==> config.mk <==
export PLATFORM = sky130hd
export DESIGN_NAME = dpad_auto_repeat_accel_flat
export DESIGN_NICKNAME = d
export VERILOG_FILES = /design/src/sv/dar_pkg.sv /design/src/sv/dar_if.sv /design/src/sv/dar_dir_decode.sv /design/src/sv/dar_axis.sv /design/src/sv/dpad_auto_repeat_accel.sv /design/src/flat_wrapper.sv
export SDC_FILE = /design/constraint.sdc
export NUM_CORES = 2
export LEC_CHECK = 0
export BUFFER_PORTS_ARGS = -buffer_cell sky130_fd_sc_hd__buf_2
export CORE_AREA = 2 2 275 277
export DETAILED_ROUTE_END_ITERATION = 10
export DIE_AREA = 0 0 277 279
export PLACE_DENSITY_LB_ADDON = 0.05
export SYNTH_ARGS = -nofsm -noshare
export SYNTH_HDL_FRONTEND = slang
export SYNTH_HIERARCHICAL = 1
export SYNTH_SLANG_ARGS = --single-unit
==> constraint.sdc <==
create_clock -name clk -period 7 [get_ports clk]
set_input_delay 1.4 -clock clk [delete_from_list [all_inputs] [get_ports clk]]
set_output_delay 1.4 -clock clk [all_outputs]
set_load 0.03 [all_outputs]
==> src/sv/dar_pkg.sv <==
// Package for the d-pad auto-repeat block: widths, register codes, reset values,
// the configuration and result structs, and the saturating time add.
// No dependencies; every other file imports it.
`default_nettype none

package dar_pkg;

  localparam int TIME_WIDTH      = 48;
  localparam int CFG_WIDTH       = 32;
  localparam int CFG_INDEX_WIDTH = 3;
  localparam int DEADZONE_WIDTH  = 15;
  localparam int STICK_WIDTH     = 16;
  localparam int HAT_WIDTH       = 4;
  localparam int PAD_WIDTH       = 4;

  typedef logic [TIME_WIDTH-1:0] ticks_t;
  typedef logic [CFG_WIDTH-1:0]  cfg_word_t;

  typedef enum logic [CFG_INDEX_WIDTH-1:0] {
    REG_DEADZONE     = 3'd0,
    REG_REPEAT_DELAY = 3'd1,
    REG_SLOW_IVAL    = 3'd2,
    REG_MID_IVAL     = 3'd3,
    REG_FAST_IVAL    = 3'd4,
    REG_FIRST_ACCEL  = 3'd5,
    REG_SECOND_ACCEL = 3'd6
  } cfg_reg_t;

  localparam logic [DEADZONE_WIDTH-1:0] DEADZONE_RST = 15'd20000;
  localparam cfg_word_t REPEAT_DELAY_RST = 32'd6912000;
  localparam cfg_word_t SLOW_IVAL_RST    = 32'd1728000;
  localparam cfg_word_t MID_IVAL_RST     = 32'd1056000;
  localparam cfg_word_t FAST_IVAL_RST    = 32'd614400;
  localparam cfg_word_t FIRST_ACCEL_RST  = 32'd13440000;
  localparam cfg_word_t SECOND_ACCEL_RST = 32'd28800000;

  // Direction of one axis: negative is up or left, positive is down or right.
  typedef enum logic [1:0] {
    DIR_NONE = 2'd0,
    DIR_NEG  = 2'd1,
    DIR_POS  = 2'd2
  } dir_t;

  typedef struct packed {
    logic [DEADZONE_WIDTH-1:0] deadzone;
    cfg_word_t                 repeat_delay;
    cfg_word_t                 slow_ival;
    cfg_word_t                 mid_ival;
    cfg_word_t                 fast_ival;
    cfg_word_t                 first_accel;
    cfg_word_t                 second_accel;
  } dar_cfg_t;

  typedef struct packed {
    logic fire;
    logic pos;
    logic fresh;
  } axis_res_t;

  // Time plus an interval, clamped to the largest timestamp.
  function automatic ticks_t sat_add(input ticks_t a, input cfg_word_t b);
    logic [TIME_WIDTH:0] s;
    s = {1'b0, a} + (TIME_WIDTH+1)'(b);
    return s[TIME_WIDTH] ? '1 : s[TIME_WIDTH-1:0];
  endfunction

endpackage

`default_nettype wire

==> src/sv/dar_if.sv <==
// Valid/ready channel interfaces for pad polls and navigation results.
// Depends on dar_pkg for the field widths.
`default_nettype none

interface dar_in_if import dar_pkg::*; ();
  logic                          valid;
  logic                          ready;
  logic [HAT_WIDTH-1:0]          hat_bits;
  logic signed [STICK_WIDTH-1:0] stick_x;
  logic signed [STICK_WIDTH-1:0] stick_y;
  logic [PAD_WIDTH-1:0]          pad_buttons;
  ticks_t                        now_ticks;

  modport source (output valid, hat_bits, stick_x, stick_y, pad_buttons, now_ticks,
                  input ready);
  modport sink   (input valid, hat_bits, stick_x, stick_y, pad_buttons, now_ticks,
                  output ready);
endinterface

interface dar_out_if;
  logic valid;
  logic ready;
  logic vert_fire;
  logic vert_is_down;
  logic vert_fresh;
  logic horiz_fire;
  logic horiz_is_right;
  logic horiz_fresh;

  modport source (output valid, vert_fire, vert_is_down, vert_fresh,
                  horiz_fire, horiz_is_right, horiz_fresh, input ready);
  modport sink   (input valid, vert_fire, vert_is_down, vert_fresh,
                  horiz_fire, horiz_is_right, horiz_fresh, output ready);
endinterface

`default_nettype wire

==> src/sv/dar_dir_decode.sv <==
// Combines hat, stick and d-pad bits of one poll into a direction per axis.
// Depends on dar_pkg.
`default_nettype none

module dar_dir_decode import dar_pkg::*; (
  input  wire logic [HAT_WIDTH-1:0]          hat_bits,
  input  wire logic signed [STICK_WIDTH-1:0] stick_x,
  input  wire logic signed [STICK_WIDTH-1:0] stick_y,
  input  wire logic [PAD_WIDTH-1:0]          pad_buttons,
  input  wire logic [DEADZONE_WIDTH-1:0]     deadzone,
  output dir_t                               vert_dir,
  output dir_t                               horiz_dir
);

  logic signed [STICK_WIDTH:0] dz_s;
  logic signed [STICK_WIDTH:0] sx_e;
  logic signed [STICK_WIDTH:0] sy_e;
  logic up, down, left, right;

  // One extra bit so that the negated deadzone cannot overflow.
  assign dz_s = {{(STICK_WIDTH+1-DEADZONE_WIDTH){1'b0}}, deadzone};
  assign sx_e = {stick_x[STICK_WIDTH-1], stick_x};
  assign sy_e = {stick_y[STICK_WIDTH-1], stick_y};

  assign up    = hat_bits[0] || (sy_e < -dz_s) || pad_buttons[0];
  assign down  = hat_bits[2] || (sy_e >  dz_s) || pad_buttons[1];
  assign left  = hat_bits[3] || (sx_e < -dz_s) || pad_buttons[2];
  assign right = hat_bits[1] || (sx_e >  dz_s) || pad_buttons[3];

  // Up beats down and left beats right.
  assign vert_dir  = up   ? DIR_NEG : (down  ? DIR_POS : DIR_NONE);
  assign horiz_dir = left ? DIR_NEG : (right ? DIR_POS : DIR_NONE);

endmodule

`default_nettype wire

==> src/sv/dar_axis.sv <==
// Repeat timer of one axis: held direction, hold start and next repeat time.
// Computes the event for the item in the input register. Depends on dar_pkg.
`default_nettype none

module dar_axis import dar_pkg::*; (
  input  wire logic     clk,
  input  wire logic     rst_n,
  input  wire logic     step,
  input  wire dir_t     dir,
  input  wire ticks_t   now,
  input  wire dar_cfg_t cfg,
  output axis_res_t     res
);

  dir_t   held_r, held_nxt;
  ticks_t next_r, next_nxt;
  ticks_t start_r, start_nxt;

  logic                active, fresh, due;
  logic [TIME_WIDTH:0] diff;
  ticks_t              hold;
  logic                below_first, below_second;
  ticks_t              at_delay, at_slow, at_mid, at_fast, at_repeat;

  assign active = (dir != DIR_NONE);
  assign fresh  = (dir != held_r);
  assign due    = (now >= next_r);

  // A timestamp earlier than the hold start counts as a zero-length hold.
  assign diff = {1'b0, now} - {1'b0, start_r};
  assign hold = diff[TIME_WIDTH] ? '0 : diff[TIME_WIDTH-1:0];

  assign below_first  = (hold < ticks_t'(cfg.first_accel));
  assign below_second = (hold < ticks_t'(cfg.second_accel));

  // All candidate repeat times are formed in parallel and selected afterwards.
  assign at_delay = sat_add(now, cfg.repeat_delay);
  assign at_slow  = sat_add(now, cfg.slow_ival);
  assign at_mid   = sat_add(now, cfg.mid_ival);
  assign at_fast  = sat_add(now, cfg.fast_ival);
  assign at_repeat = below_first ? at_slow : (below_second ? at_mid : at_fast);

  always_comb begin
    res       = '0;
    held_nxt  = DIR_NONE;
    next_nxt  = next_r;
    start_nxt = start_r;
    if (active) begin
      held_nxt = dir;
      if (fresh) begin
        res.fire  = 1'b1;
        start_nxt = now;
        next_nxt  = at_delay;
      end else if (due) begin
        res.fire = 1'b1;
        next_nxt = at_repeat;
      end
    end
    res.pos   = res.fire && (dir == DIR_POS);
    res.fresh = res.fire && fresh;
  end

  always_ff @(posedge clk) begin
    if (!rst_n) begin
      held_r  <= DIR_NONE;
      next_r  <= '0;
      start_r <= '0;
    end else if (step) begin
      held_r  <= held_nxt;
      next_r  <= next_nxt;
      start_r <= start_nxt;
    end
  end

endmodule

`default_nettype wire

==> src/sv/dpad_auto_repeat_accel.sv <==
// Auto-repeat for gamepad navigation with hold acceleration.
// Depends on dar_pkg, dar_if, dar_dir_decode and dar_axis.
//
// in_ch carries one pad poll per item: hat bits, two stick axes, d-pad buttons
// and a timestamp in ticks. out_ch returns exactly one result per poll with a
// fire, direction and fresh-press flag for each axis. An item is moved when
// valid and ready are both high.
// The poll is decoded into two directions as it enters the input register;
// from there both axis timers compare and update against their state and the
// result is captured in the output register, which drives out_ch.valid. One
// poll is taken every cycle while the output does not stall; the path that
// sets the clock is the 48-bit hold subtract, threshold compare and
// repeat-time select in each timer.
// While a result waits and out_ch.ready is low, both registers hold and
// in_ch.ready drops once the input register is full as well; axis state only
// advances as an item moves into the output register.
// cfg_we writes cfg_data into register cfg_index (0 deadzone, 1 repeat delay,
// 2 to 4 slow, mid, fast interval, 5 and 6 acceleration thresholds); other
// indexes are ignored. Write only while the block is idle.
// Synchronous reset loads the default timings and clears all held directions.
`default_nettype none

module dpad_auto_repeat_accel import dar_pkg::*; (
  input  wire logic                       clk,
  input  wire logic                       rst_n,
  dar_in_if.sink                          in_ch,
  dar_out_if.source                       out_ch,
  input  wire logic                       cfg_we,
  input  wire logic [CFG_INDEX_WIDTH-1:0] cfg_index,
  input  wire cfg_word_t                  cfg_data
);

  dar_cfg_t cfg_r;

  dir_t   in_vdir, in_hdir;
  logic   s1_valid_r;
  dir_t   s1_vdir_r, s1_hdir_r;
  ticks_t s1_now_r;

  logic      out_valid_r;
  axis_res_t vert_res_r, horiz_res_r;
  axis_res_t vert_res, horiz_res;

  logic advance, step, in_take;

  always_ff @(posedge clk) begin
    if (!rst_n) begin
      cfg_r.deadzone     <= DEADZONE_RST;
      cfg_r.repeat_delay <= REPEAT_DELAY_RST;
      cfg_r.slow_ival    <= SLOW_IVAL_RST;
      cfg_r.mid_ival     <= MID_IVAL_RST;
      cfg_r.fast_ival    <= FAST_IVAL_RST;
      cfg_r.first_accel  <= FIRST_ACCEL_RST;
      cfg_r.second_accel <= SECOND_ACCEL_RST;
    end else if (cfg_we) begin
      case (cfg_index)
        REG_DEADZONE:     cfg_r.deadzone     <= cfg_data[DEADZONE_WIDTH-1:0];
        REG_REPEAT_DELAY: cfg_r.repeat_delay <= cfg_data;
        REG_SLOW_IVAL:    cfg_r.slow_ival    <= cfg_data;
        REG_MID_IVAL:     cfg_r.mid_ival     <= cfg_data;
        REG_FAST_IVAL:    cfg_r.fast_ival    <= cfg_data;
        REG_FIRST_ACCEL:  cfg_r.first_accel  <= cfg_data;
        REG_SECOND_ACCEL: cfg_r.second_accel <= cfg_data;
        default: ;
      endcase
    end
  end

  dar_dir_decode u_decode (
    .hat_bits    (in_ch.hat_bits),
    .stick_x     (in_ch.stick_x),
    .stick_y     (in_ch.stick_y),
    .pad_buttons (in_ch.pad_buttons),
    .deadzone    (cfg_r.deadzone),
    .vert_dir    (in_vdir),
    .horiz_dir   (in_hdir)
  );

  assign advance     = !out_valid_r || out_ch.ready;
  assign step        = s1_valid_r && advance;
  assign in_ch.ready = !s1_valid_r || advance;
  assign in_take     = in_ch.valid && in_ch.ready;

  always_ff @(posedge clk) begin
    if (!rst_n) begin
      s1_valid_r <= 1'b0;
    end else if (in_ch.ready) begin
      s1_valid_r <= in_ch.valid;
    end
  end

  always_ff @(posedge clk) begin
    if (in_take) begin
      s1_vdir_r <= in_vdir;
      s1_hdir_r <= in_hdir;
      s1_now_r  <= in_ch.now_ticks;
    end
  end

  dar_axis u_vert (
    .clk   (clk),
    .rst_n (rst_n),
    .step  (step),
    .dir   (s1_vdir_r),
    .now   (s1_now_r),
    .cfg   (cfg_r),
    .res   (vert_res)
  );

  dar_axis u_horiz (
    .clk   (clk),
    .rst_n (rst_n),
    .step  (step),
    .dir   (s1_hdir_r),
    .now   (s1_now_r),
    .cfg   (cfg_r),
    .res   (horiz_res)
  );

  always_ff @(posedge clk) begin
    if (!rst_n) begin
      out_valid_r <= 1'b0;
    end else if (advance) begin
      out_valid_r <= s1_valid_r;
    end
  end

  always_ff @(posedge clk) begin
    if (step) begin
      vert_res_r  <= vert_res;
      horiz_res_r <= horiz_res;
    end
  end

  assign out_ch.valid          = out_valid_r;
  assign out_ch.vert_fire      = vert_res_r.fire;
  assign out_ch.vert_is_down   = vert_res_r.pos;
  assign out_ch.vert_fresh     = vert_res_r.fresh;
  assign out_ch.horiz_fire     = horiz_res_r.fire;
  assign out_ch.horiz_is_right = horiz_res_r.pos;
  assign out_ch.horiz_fresh    = horiz_res_r.fresh;

  // An item in the input register is never dropped while the output stalls.
  a_s1_hold: assert property (@(posedge clk) disable iff (!rst_n)
    s1_valid_r && !advance |=> s1_valid_r)
    else $error("input register lost an item during a stall");

  // An item that leaves the input register shows up as a result.
  a_s1_to_out: assert property (@(posedge clk) disable iff (!rst_n)
    step |=> out_valid_r)
    else $error("stepped item did not reach the output register");

  // An accepted poll is in the input register in the next cycle.
  a_take: assert property (@(posedge clk) disable iff (!rst_n)
    in_take |=> s1_valid_r)
    else $error("accepted item missing from the input register");

  // Direction and fresh flags are only set on an event.
  a_quiet_vert: assert property (@(posedge clk) disable iff (!rst_n)
    out_valid_r && !vert_res_r.fire |-> !vert_res_r.pos && !vert_res_r.fresh)
    else $error("vertical flags set without an event");

  a_quiet_horiz: assert property (@(posedge clk) disable iff (!rst_n)
    out_valid_r && !horiz_res_r.fire |-> !horiz_res_r.pos && !horiz_res_r.fresh)
    else $error("horizontal flags set without an event");

endmodule

`default_nettype wire

==> src/flat_wrapper.sv <==
// flat-port wrapper written by rule: the top's interface ports become plain ports
module dpad_auto_repeat_accel_flat import dar_pkg::*;
  (clk, rst_n, cfg_we, cfg_index, cfg_data, in_ch_valid, in_ch_hat_bits, in_ch_stick_x, in_ch_stick_y, in_ch_pad_buttons, in_ch_now_ticks, in_ch_ready, out_ch_valid, out_ch_vert_fire, out_ch_vert_is_down, out_ch_vert_fresh, out_ch_horiz_fire, out_ch_horiz_is_right, out_ch_horiz_fresh, out_ch_ready);
  dar_in_if in_ch_i ();
  dar_out_if out_ch_i ();
  input  wire logic clk;
  input  wire logic rst_n;
  input  wire logic cfg_we;
  input  wire logic [CFG_INDEX_WIDTH-1:0] cfg_index;
  input  wire cfg_word_t cfg_data;
  input wire logic [$bits(in_ch_i.valid)-1:0] in_ch_valid;
  input wire logic [$bits(in_ch_i.hat_bits)-1:0] in_ch_hat_bits;
  input wire logic [$bits(in_ch_i.stick_x)-1:0] in_ch_stick_x;
  input wire logic [$bits(in_ch_i.stick_y)-1:0] in_ch_stick_y;
  input wire logic [$bits(in_ch_i.pad_buttons)-1:0] in_ch_pad_buttons;
  input wire logic [$bits(in_ch_i.now_ticks)-1:0] in_ch_now_ticks;
  output wire logic [$bits(in_ch_i.ready)-1:0] in_ch_ready;
  output wire logic [$bits(out_ch_i.valid)-1:0] out_ch_valid;
  output wire logic [$bits(out_ch_i.vert_fire)-1:0] out_ch_vert_fire;
  output wire logic [$bits(out_ch_i.vert_is_down)-1:0] out_ch_vert_is_down;
  output wire logic [$bits(out_ch_i.vert_fresh)-1:0] out_ch_vert_fresh;
  output wire logic [$bits(out_ch_i.horiz_fire)-1:0] out_ch_horiz_fire;
  output wire logic [$bits(out_ch_i.horiz_is_right)-1:0] out_ch_horiz_is_right;
  output wire logic [$bits(out_ch_i.horiz_fresh)-1:0] out_ch_horiz_fresh;
  input wire logic [$bits(out_ch_i.ready)-1:0] out_ch_ready;
  assign in_ch_i.valid = in_ch_valid;
  assign in_ch_i.hat_bits = in_ch_hat_bits;
  assign in_ch_i.stick_x = in_ch_stick_x;
  assign in_ch_i.stick_y = in_ch_stick_y;
  assign in_ch_i.pad_buttons = in_ch_pad_buttons;
  assign in_ch_i.now_ticks = in_ch_now_ticks;
  assign in_ch_ready = in_ch_i.ready;
  assign out_ch_valid = out_ch_i.valid;
  assign out_ch_vert_fire = out_ch_i.vert_fire;
  assign out_ch_vert_is_down = out_ch_i.vert_is_down;
  assign out_ch_vert_fresh = out_ch_i.vert_fresh;
  assign out_ch_horiz_fire = out_ch_i.horiz_fire;
  assign out_ch_horiz_is_right = out_ch_i.horiz_is_right;
  assign out_ch_horiz_fresh = out_ch_i.horiz_fresh;
  assign out_ch_i.ready = out_ch_ready;
  dpad_auto_repeat_accel u_core (.clk(clk), .rst_n(rst_n), .in_ch(in_ch_i), .out_ch(out_ch_i), .cfg_we(cfg_we), .cfg_index(cfg_index), .cfg_data(cfg_data));
endmodule
==> out/metrics.yaml <==
pre_cts_slack_ns: 0.0444
fin_tns_setup_ns: 0
yosysTopAreaCellShare: 0.169
synth_top_family_by_area: "compound AO/OA/AOI/OAI gates"
synth-xor-area-share: 0.0597
vias: 50800
core.rowCount: 100
synth_commonest_cells: "nand2_1 (773), ha_1 (627), a21oi_1 (549)"
cts_tree: "built"
core-area_sq_um: 74100
p_int_mw: 5.83
die_y_um: 279
crit_required_ns: 7.56
drt_iter0_markers: 7292
fin_area_sq_um: 52200
start_util: 0.646
path_cells: "buf_4 > ha_1 > a21oi_1 > o21ai_0 > a211oi_2 > o21bai_1 > a211oi_4 > buf_4 > nor2_1 > ha_1 > a21o_1 > a21o_1 > a21oi_1 > a211o_1 > a21oi_1 > or4_1 > o2111ai_1 > o221a_2 > nand2_2 > buf_4 > o31ai_1 > a221oi_1 > a22o_1"
path_delay_family: "compound AO/OA/AOI/OAI gates"
path_clk_slew_ns: 0.07
synth_edf_count: 58
sw_frac_of_total: 0.384
clock_latency_ns: 0.67
yosys_warnings: 6
synth_compound_area_frac: 0.263
postCtsHoldBufs: 0
slew_violations: 0
place.gp.congestion: 1.08
place_inst: 7286
pwr-share-clk: 0.334
synth.avg_cell_area_sq_um: 7.65
tightest_slew_ns: 1.35
hpwl_mm: 148
synthMostInstantiatedCell: "nand2_1"
cp_data_arrival_time_ns: 7.42
cts_htree_levels: 2
cts-buffers-inserted: 54
powerDensity_nw_per_um2: 181
syn_area_sq_um: 47900
grt_pass1_vias: 47700
clock_sinks: 463
seq_power_share: 0.311
grt_setup_unrepaired: "false"
synth_mux_area_frac: 0.0488
synth_area_leaders: "dfxtp_1 (17%), ha_1 (16%), nand2_1 (6.1%), a21oi_1 (5.7%), mux2i_1 (4.8%)"
crit_buf_inv: 3
grt_pass1_wl_mm: 284
dr.pass1.iters: 7
endpoint_kind: "flip-flop"
syn2layout_area_growth_pct: 8.93
die-area_sq_um: 77300
peakVddDrop_v: 0.000188
p_leak_nw: 23.0
clock_path_buffers: 3
p_sw_mw: 3.63
instances_no_fill: 7392
worst_slack_ns: 0.148
fp.dieW_um: 277
synth_ff_type: "dfxtp_1"
placed_area_sq_um: 50100
routedWlPerCell_um: 25.8
synth.largest_area_cell: "dfxtp_1"
grt_overflow: 0
fin_skew_ns: 0.0269
ys_seq_area_frac: 0.206
antenna_found_initial: 5
cpPeakStageDelay_ns: 0.46
syn-num-nets: 7027
hold_class: "flip-flop to flip-flop"
synth_fa_ha_area_frac: 0.168
synthSimpleGateAreaFrac: 0.196
track_usage: 0.477
async_flop_share: 0
synth_cells: 6262
ys_types: 109
p_comb_frac: 0.356
layout-drive-gt1-share: 0.0804
path_max_fanout: 41
hold_ws_ns: 0.456
grt_max_degree: 87
max_slew_margin: 0.0989
crit_slowest_cell: "edfxtp_1"
drcViolationCount: 0
cts_root_buffer: "clkbuf_16"
io_buffers: 135
final_nets: 7140
setup.worst_path.class: "flip-flop to flip-flop"
routed_wl_mm: 191
status: "finished, final reports clean"
setup_viol: 0
fin_crit_ns: 6.85
fillers: 6296
finalCritPeriodShare: 0.979
hold_viol: 0
avgViaCountPerCell: 6.87
synth-seq-cells: 463
drv_cap: 0
startpoint_type: "flip-flop"
ios: 136
ant_nets: 0
clock.fmax_ghz: 0.146
[layout make-up]
cell class,instances,area [sq um],share of cell area
Clock buffer,66,1540,0.0296
Multi-Input combinational cell,5092,35400,0.678
Tap cell,969,1210,0.0232
Antenna cell,3,7.51,0.000144
Sequential cell,463,9850,0.189
Clock inverter,35,404,0.00775
Timing Repair Buffer,310,2060,0.0395
Inverter,454,1700,0.0327
[worst min-delay path, cell delays in order (launching register included)]
cell and delay, ns:
dfxtp_1 0.31, nand2_1 0.05, a21oi_1 0.05
[timing repair]
action / 4_1_cts / 5_1_grt
gates resized for setup: 0 / 13
endpoints found under the setup margin: 0 / 91
endpoints found under the hold margin: 0 / 0
setup buffers: 0 / 2
[registers in the layout (all words and copies together), names as in the netlist, 2 cells and up]
name                    cells
u_core/cfg_r              207
u_core/s1_now_r            48
u_core/u_horiz/next_r      48
u_core/u_horiz/start_r     48
u_core/u_vert/next_r       48
u_core/u_vert/start_r      48
u_core/s1_hdir_r            2
u_core/s1_vdir_r            2
u_core/u_horiz/held_r       2
u_core/u_vert/held_r        2
[power by group through the flow]
| stage | combinational (mW) | clock (mW) | sequential [mW] |
|---|---|---|---|
| after floorplan | 2.14 | 0 | 2.96 |
| after global placement | 3.12 | 0 | 2.98 |
| after detailed placement | 3.17 | 0 | 2.99 |
| after CTS | 3.20 | 3.15 | 2.93 |
| after global routing | 3.59 | 3.25 | 2.94 |
| final | 3.36 | 3.16 | 2.94 |
[metal layers]
| layer | track usage | wire (um) | share of wire |
|---|---|---|---|
| met5 | 0 | 38 | 0.00020 |
| met3 | 0.0993 | 23000 | 0.12 |
| met1 | 0.607 | 72600 | 0.38 |
| met2 | 0.705 | 78100 | 0.41 |
| met4 | 0.369 | 17300 | 0.091 |
[cells by family after synthesis]
group           Yosys count
compound gates         1927
xor+xnor                324
fa+ha+maj               637
buf+inv                 707
flops                   463
mux                     233
simple gates           1971
[worst paths after layout]
kind	from	endpoint	slack, ns	cells after the start
hold / removal	u_core/u_vert/start_r[6]$_SDFFE_PN0P_	u_core/u_vert/start_r[6]$_SDFFE_PN0P_	0.46	2
setup / recovery	u_core/s1_now_r[23]$_DFFE_PP_	u_core/u_vert/next_r[6]$_SDFFE_PN0P_	0.15	23
hold reg to reg	u_core/u_vert/start_r[6]$_SDFFE_PN0P_	u_core/u_vert/start_r[6]$_SDFFE_PN0P_	0.46	2
setup reg to reg	u_core/s1_now_r[23]$_DFFE_PP_	u_core/u_vert/next_r[6]$_SDFFE_PN0P_	0.15	23
[cell usage in the layout (no fill, tap or decap), drive strengths merged, types with 133 or more instances in the layout]
cell / instances
nor3: 133
mux2i: 229
dfxtp: 405
inv: 464
xnor2: 203
nor2: 390
ha: 627
o21ai: 377
a21oi: 555
nand2: 777
a21o: 242
buf: 310
[per-stage QoR]
stage	total power, mW	utilization
2_1_floorplan	5.11	-
3_3_place_gp	6.11	0.677
3_5_place_dp	6.16	0.677
4_1_cts	9.28	0.703
5_1_grt	9.77	0.704
6_report	9.45	0.704
No activity file was read; power rests on OpenSTA's default activity.
